--- src/rtl/vbd_pkg.sv ---
// ----------------------------------------------------------------------------
// vbd_pkg: shared types and constants of the video bus decoder
// Beat payloads, mirroring modes, address regions and store geometry.
// ----------------------------------------------------------------------------
`default_nettype none

package vbd_pkg;

  // store geometry
  localparam int unsigned BANK_BYTES    = 1024;
  localparam int unsigned NT_DEPTH      = 2 * BANK_BYTES;
  localparam int unsigned NT_ADDR_W     = $clog2(NT_DEPTH);
  localparam int unsigned BANK_OFS_W    = $clog2(BANK_BYTES);
  localparam int unsigned PALETTE_BYTES = 32;
  localparam int unsigned PAL_ADDR_W    = $clog2(PALETTE_BYTES);

  // access kind codes
  localparam logic KIND_READ  = 1'b0;
  localparam logic KIND_WRITE = 1'b1;

  typedef enum logic [1:0] {
    MIRROR_HORIZONTAL = 2'd0,
    MIRROR_VERTICAL   = 2'd1,
    MIRROR_SINGLE_LO  = 2'd2,
    MIRROR_SINGLE_HI  = 2'd3
  } mirror_mode_e;

  typedef enum logic [1:0] {
    REGION_CART      = 2'd0,
    REGION_NAMETABLE = 2'd1,
    REGION_PALETTE   = 2'd2,
    REGION_HIGH      = 2'd3
  } region_e;

  // source of the returned byte
  typedef enum logic [1:0] {
    RD_ZERO      = 2'd0,
    RD_CART      = 2'd1,
    RD_NAMETABLE = 2'd2,
    RD_PALETTE   = 2'd3
  } rd_sel_e;

  typedef struct packed {
    logic        kind;
    logic [15:0] bus_address;
    logic [7:0]  write_byte;
    logic [7:0]  cartridge_byte;
  } vbd_req_t;

  typedef struct packed {
    logic [7:0]  read_byte;
    logic        cartridge_access;
    logic        cartridge_write;
    logic [12:0] cartridge_address;
    logic        out_of_range;
  } vbd_rsp_t;

  // decoded access, handed from the decoder to the top level
  typedef struct packed {
    region_e                 region;
    logic                    is_write;
    logic [NT_ADDR_W-1:0]    nt_addr;
    logic [PAL_ADDR_W-1:0]   pal_addr;
  } vbd_dec_t;

endpackage

`default_nettype wire

--- src/rtl/vbd_palette.sv ---
// ----------------------------------------------------------------------------
// vbd_palette: palette register file
// 32 bytes in flops cleared at reset, one write or one registered read a cycle.
// ----------------------------------------------------------------------------
`default_nettype none

module vbd_palette
  import vbd_pkg::*;
(
  input  wire logic                  clk_i,
  input  wire logic                  rst_ni,
  input  wire logic                  en_i,
  input  wire logic                  we_i,
  input  wire logic [PAL_ADDR_W-1:0] addr_i,
  input  wire logic [7:0]            wdata_i,
  output logic      [7:0]            rdata_o
);

  logic [7:0] pal_q [PALETTE_BYTES];
  logic [7:0] rdata_q;

  // palette entries, zero after reset
  always_ff @(posedge clk_i or negedge rst_ni) begin
    if (!rst_ni) begin
      for (int i = 0; i < PALETTE_BYTES; i++) begin
        pal_q[i] <= 8'h00;
      end
    end else if (en_i && we_i) begin
      pal_q[addr_i] <= wdata_i;
    end
  end

  // read register
  always_ff @(posedge clk_i) begin
    if (en_i && !we_i) begin
      rdata_q <= pal_q[addr_i];
    end
  end

  assign rdata_o = rdata_q;

endmodule

`default_nettype wire

--- config.mk ---
export PLATFORM = sky130hd
export DESIGN_NAME = vbd_palette
export DESIGN_NICKNAME = d
export VERILOG_FILES = /design/src/rtl/vbd_pkg.sv /design/src/rtl/vbd_palette.sv
export SDC_FILE = /design/constraint.sdc
export NUM_CORES = 1
export LEC_CHECK = 0
export ABC_AREA = 1
export BUFFER_PORTS_ARGS = -buffer_cell sky130_fd_sc_hd__buf_2
export CORE_UTILIZATION = 30
export CTS_BUF_LIST = sky130_fd_sc_hd__clkbuf_16
export CTS_CLUSTER_SIZE = 14
export DETAILED_ROUTE_END_ITERATION = 8
export SYNTH_ARGS = -nofsm -noshare
export SYNTH_HDL_FRONTEND = slang
export SYNTH_SLANG_ARGS = --single-unit
export TNS_END_PERCENT = 30
--- constraint.sdc ---
create_clock -name clk_i -period 1.4 [get_ports clk_i]
set_clock_uncertainty 0.05 [all_clocks]
set_input_delay 0.21 -clock clk_i [delete_from_list [all_inputs] [get_ports clk_i]]
set_output_delay 0.21 -clock clk_i [all_outputs]
set_load 0.05 [all_outputs]
==> Word level (Yosys, flattened, before mapping) <==
Index checks and enable logic that the tools add are counted.
{ "word_totals": {"reg_bits": 264, "out_inout_bits": 8, "input_bits": 17} }
{ "classes": {"n_reduce_logical": 4, "mux": 6, "magnitude_cmp": 2, "bitwise_logic": 1} }
{ "op_table": {"columns": ["cell", "n"], "rows": [
  ["$bwmux 256", 1],
  ["$bmux 8 s5", 1],
  ["$demux 8 s5", 1],
  ["$mux 8", 3],
  ["$ge 6x6->1 const B", 1],
  ["$lt 6x1->1 const B", 1],
  ["$not 5->6", 1],
  ["$logic_and 1x1->1", 3],
  ["$logic_not 1->1", 1]
]} }

==> Longest topological paths before layout <==
{ "logic_depth": {"word_depth": 6, "mapped_depth": 11, "ltp_nobuf": 9} }

==> Worst setup path before layout <==
Ideal clock, no wire load.
{ "synth_timing": {"path_type": "input port to flip-flop", "startpoint": "input we_i", "endpoint": "register pal_q[249] (netlist bit)", "setup_ns": 0.133, "path_stages": 6, "arrival_time_ns": 1.230, "required_ns": 1.217, "setup_slack_ns": -0.013, "path_cell_list": "nand2_1 > nor3_2 > nand2_1 > clkbuf_1 > nand2_1 > o21ai_0"} }
{ "synth_between": {"elab_chain_cells": 1} }
{ "synth_lines": {"columns": ["element", "line_no", "text"], "rows": [
  ["start: declaration", "vbd_palette.sv:13", "input wire logic we_i,"],
  ["$logic_and 1x1->1", "vbd_palette.sv:28", "end else if (en_i && we_i) begin"],
  ["end signal: indexed assignment", "vbd_palette.sv:29", "pal_q[addr_i] <= wdata_i;"],
  ["end: declaration", "vbd_palette.sv:19", "logic [7:0] pal_q [PALETTE_BYTES];"]
]} }
Every way passes these cells.
A chain may end at the register's enable or synchronous reset.

==> Worst setup path after layout <==
{ "layout_timing": {"startpoint": "register rdata_q[7], in the netlist rdata_o[7]", "endpoint": "output rdata_o[7]"} }
{ "layout_rtl": {"columns": ["element", "line_no", "text"], "rows": [
  ["start: declaration", "vbd_palette.sv:20", "logic [7:0] rdata_q;"],
  ["start signal: assignment", "vbd_palette.sv:36", "rdata_q <= pal_q[addr_i];"],
  ["end: declaration", "vbd_palette.sv:16", "output logic [7:0] rdata_o"]
]} }
No word-level cell between the ends.

==> run_results.csv <==
group,metric,value,unit
finish,seqCellArea,6650,um2
floorplan,start_util,30.6,%
routing,drc_errors,0,
place,place.gp.congestion,0.846,
worst_setup_path,crit_chain,"buf_6",
logic_synthesis,synth-adder-area-share,0,%
place,placed_cell_area,14000,um2
power,vdd_drop_max,0.000965,V
logic_synthesis,synthTopCellsByCount,"nand2_1 (969), dfrtp_1 (256), o21ai_0 (256)",
worst_setup_path,cp_num_buf_inv,1,
timing,rsz0062_at_grt,"true",
logic_synthesis,syn_area_per_cell,7.47,um2
logic_synthesis,synth_top_family_by_area,"simple AND/OR/NAND/NOR gates",
worst_setup_path,path_delay_family,"flip-flops",
flow_run,drv_cap,0,
floorplan,dieArea,41600,um2
logic_synthesis,ys_seq_area_share,54.3,%
logic_synthesis,synth_warnings,0,
place,dp_hpwl,21.2,mm
cts,clk_latency,0.54,ns
finish,fillers,4125,
cts,numCtsBuffers,29,
logic_synthesis,synthSimpleGateAreaFrac,31.1,%
logic_synthesis,muxShareOfSynthArea,0,%
logic_synthesis,synth_top_area_share,52.4,%
global_route,grt_pass1_wl,54.8,mm
logic_synthesis,yosysMostFrequentCell,"nand2_1",
logic_synthesis,synth_compound_area_share,10.5,%
finish,area_growth,22.2,%
global_route,antenna_found_initial,1,
routing,routed_via_density,4.66,
global_route,grt_max_degree,79,
routing,wl_per_cell,15.1,um
power,leakagePower,7.63,nW
finish,multiInputGateArea,5200,um2
global_route,grt_usage,16.5,%
power,power_density,1250,nW/um2
cts,post_cts_buffers,0,
cts,cts_tree,"yes",
routing,top_layer,"met4",
timing,fin_crit,1.38,ns
outcome,status,"completed",
timing,relSlewSlack,59.6,%
logic_synthesis,synth_top_area_cell,"dfrtp_1",
finish,final_area,14900,um2
worst_setup_path,slowest_stage,"edfxtp_1",
routing,drtAntennaViolNets,0,
cts,clock_sinks,264,
worst_setup_path,endpoint_kind,"output pin",
logic_synthesis,synth_enable_flop_cells,8,
routing,drt_iter0_markers,793,
logic_synthesis,synth_nets,1655,
timing,max_freq,724,MHz
timing,slew_viol_final,0,
timing,setup_violations,0,
floorplan,design.core.area,40000,um2
routing,wl_met2,14.7,mm
finish,final_nets,1706,
logic_synthesis,synthXorXnorAreaFrac,0,%
floorplan,rows,73,
cts,cts_root_buffer,"clkbuf_16",
routing,met1_length,16.6,mm
routing,drt_wl_total,33.7,mm
routing,wl_met3,1.62,mm
logic_synthesis,synth_top_flop_cell,"dfrtp_1",
cts,clockBufferDepth,3,
logic_synthesis,synth.distinct_cells,14,
logic_synthesis,netlist_area,12200,um2
timing,hold_viol,0,
logic_synthesis,ys_ff_latch,264,
logic_synthesis,ys_async_sr_fraction,97.0,%
timing,worst_hold_slack,0.0265,ns
worst_setup_path,cp.required,1.14,ns
floorplan,fp.dieW,204,um
finish,drive_gt1_share,11.5,%
finish,utilization,37.4,%
timing,setup_tns,0,ns
routing,vias,10400,
worst_setup_path,start_kind,"register",
worst_setup_path,cp_max_fo,1,
global_route,grt_pass1_vias,9818,
place,port_buffers,24,
worst_setup_path,crit_type,"reg -> out",
global_route,gr-total-overflow,0,
cts,clkTransAtPathRegs,0.06,ns
timing,fin_ws,0.0185,ns
worst_setup_path,crit_arrival,1.12,ns
logic_synthesis,synth_area_leaders,"dfrtp_1 (52%), nand2_1 (30%), o21ai_0 (10%)",
floorplan,die_h,204,um
timing,min_period_over_period,98.7,%
worst_hold_path,hold_class,"in -> async",
cts,htree_levels,1,
worst_setup_path,cpPeakStageDelay,0.41,ns
logic_synthesis,syn_inst,1638,
timing,worstMarginPinSlew,0.604,ns
place,place_ws,-0.473,ns
floorplan,ios,25,
routing,first_pass_iters,5,
routing by layer:
metal	up-vias	GRT usage, %
met3	39	2.22
li1	5233	-
met4	0	3.65
met2	234	24.9
met5	-	0
met1	4895	24.8
area by class of cell:
| type | count | share of cell area, % |
|---|---|---|
| timing repair buffer | 126 | 10.4 |
| tap | 525 | 4.40 |
| clock buffer | 29 | 4.86 |
| sequential | 264 | 44.5 |
| antenna | 1 | 0.0167 |
| multi-input combinational | 1254 | 34.8 |
| inverter | 14 | 0.368 |
| clock inverter | 20 | 0.687 |
cells by family (layout without fill, tap and decap cells):
logic type             after synthesis  count (layout)
AOI/OAI and AO/OA                  256             256
buffers and inverters              120             189
DFF                                264             264
and+or+nand+nor                    998             998
other                                0               1
registers in the layout, summed over array words and instances, names as in the netlist:
signal and count:
pal_q 256, rdata_o 8
cell usage in the layout, fill, tap and decap left out:
cell | netlist | routed
nand2_2 | 0 | 22
inv_1 | 12 | 20
diode_2 | 0 | 1
nor2_4 | 0 | 5
nor3_4 | 3 | 4
inv_4 | 0 | 1
edfxtp_1 | 8 | 8
dlygate4sd3_1 | 0 | 1
nand2_1 | 969 | 947
inv_2 | 2 | 1
nor2_1 | 17 | 5
clkinv_2 | 0 | 1
nor2_2 | 0 | 7
buf_2 | 29 | 21
buf_8 | 0 | 1
buf_6 | 0 | 1
buf_12 | 0 | 52
nor3_1 | 8 | 8
clkbuf_16 | 0 | 29
clkinv_1 | 0 | 10
buf_4 | 4 | 50
dfrtp_1 | 256 | 256
o21ai_0 | 256 | 256
bufinv_16 | 0 | 1
per-stage QoR:
step           instances  total power (W)
2_1_floorplan       1638           0.0108
4_1_cts             2232           0.0188
5_1_grt             2233           0.0196
3_5_place_dp        2182           0.0119
6_report            2233           0.0187
3_3_place_gp        2182           0.0119
report_power, final:
part / leakage (nW) / internal, W / switching, W
combinational: 3.70 / 0.00103 / 0.00166
sequential: 3.49 / 0.00865 / 0.000523
clock: 0.434 / 0.00387 / 0.00297
total: 7.63 / 0.0135 / 0.00515
path summary, 6_finish.rpt:
| path | from | cells past startpoint | to | slack, ns |
|---|---|---|---|---|
| worst min register to register | pal_q[169]$_DFFE_PN0P_ | 2 | pal_q[169]$_DFFE_PN0P_ | 0.43 |
| min in group clk_i | wdata_i[5] | 4 | pal_q[93]$_DFFE_PN0P_ | 0.12 |
| worst max register to register | pal_q[163]$_DFFE_PN0P_ | 8 | rdata_o[3]$_DFFE_PP_ | 0.04 |
| max in group asynchronous | rst_ni | 3 | pal_q[114]$_DFFE_PN0P_ | 0.60 |
| worst max-delay path | rdata_o[7]$_DFFE_PP_ | 1 | rdata_o[7] | 0.02 |
| worst min-delay path | rst_ni | 2 | pal_q[75]$_DFFE_PN0P_ | 0.03 |
what timing repair did:
item	4_1_cts	5_1_grt
gates resized for setup	6	35
pin swaps	0	10
hold buffers	1	0
setup endpoints to repair	5	15
endpoints found under the hold margin	256	0
Note: power is estimated with default switching activity, not from simulation.
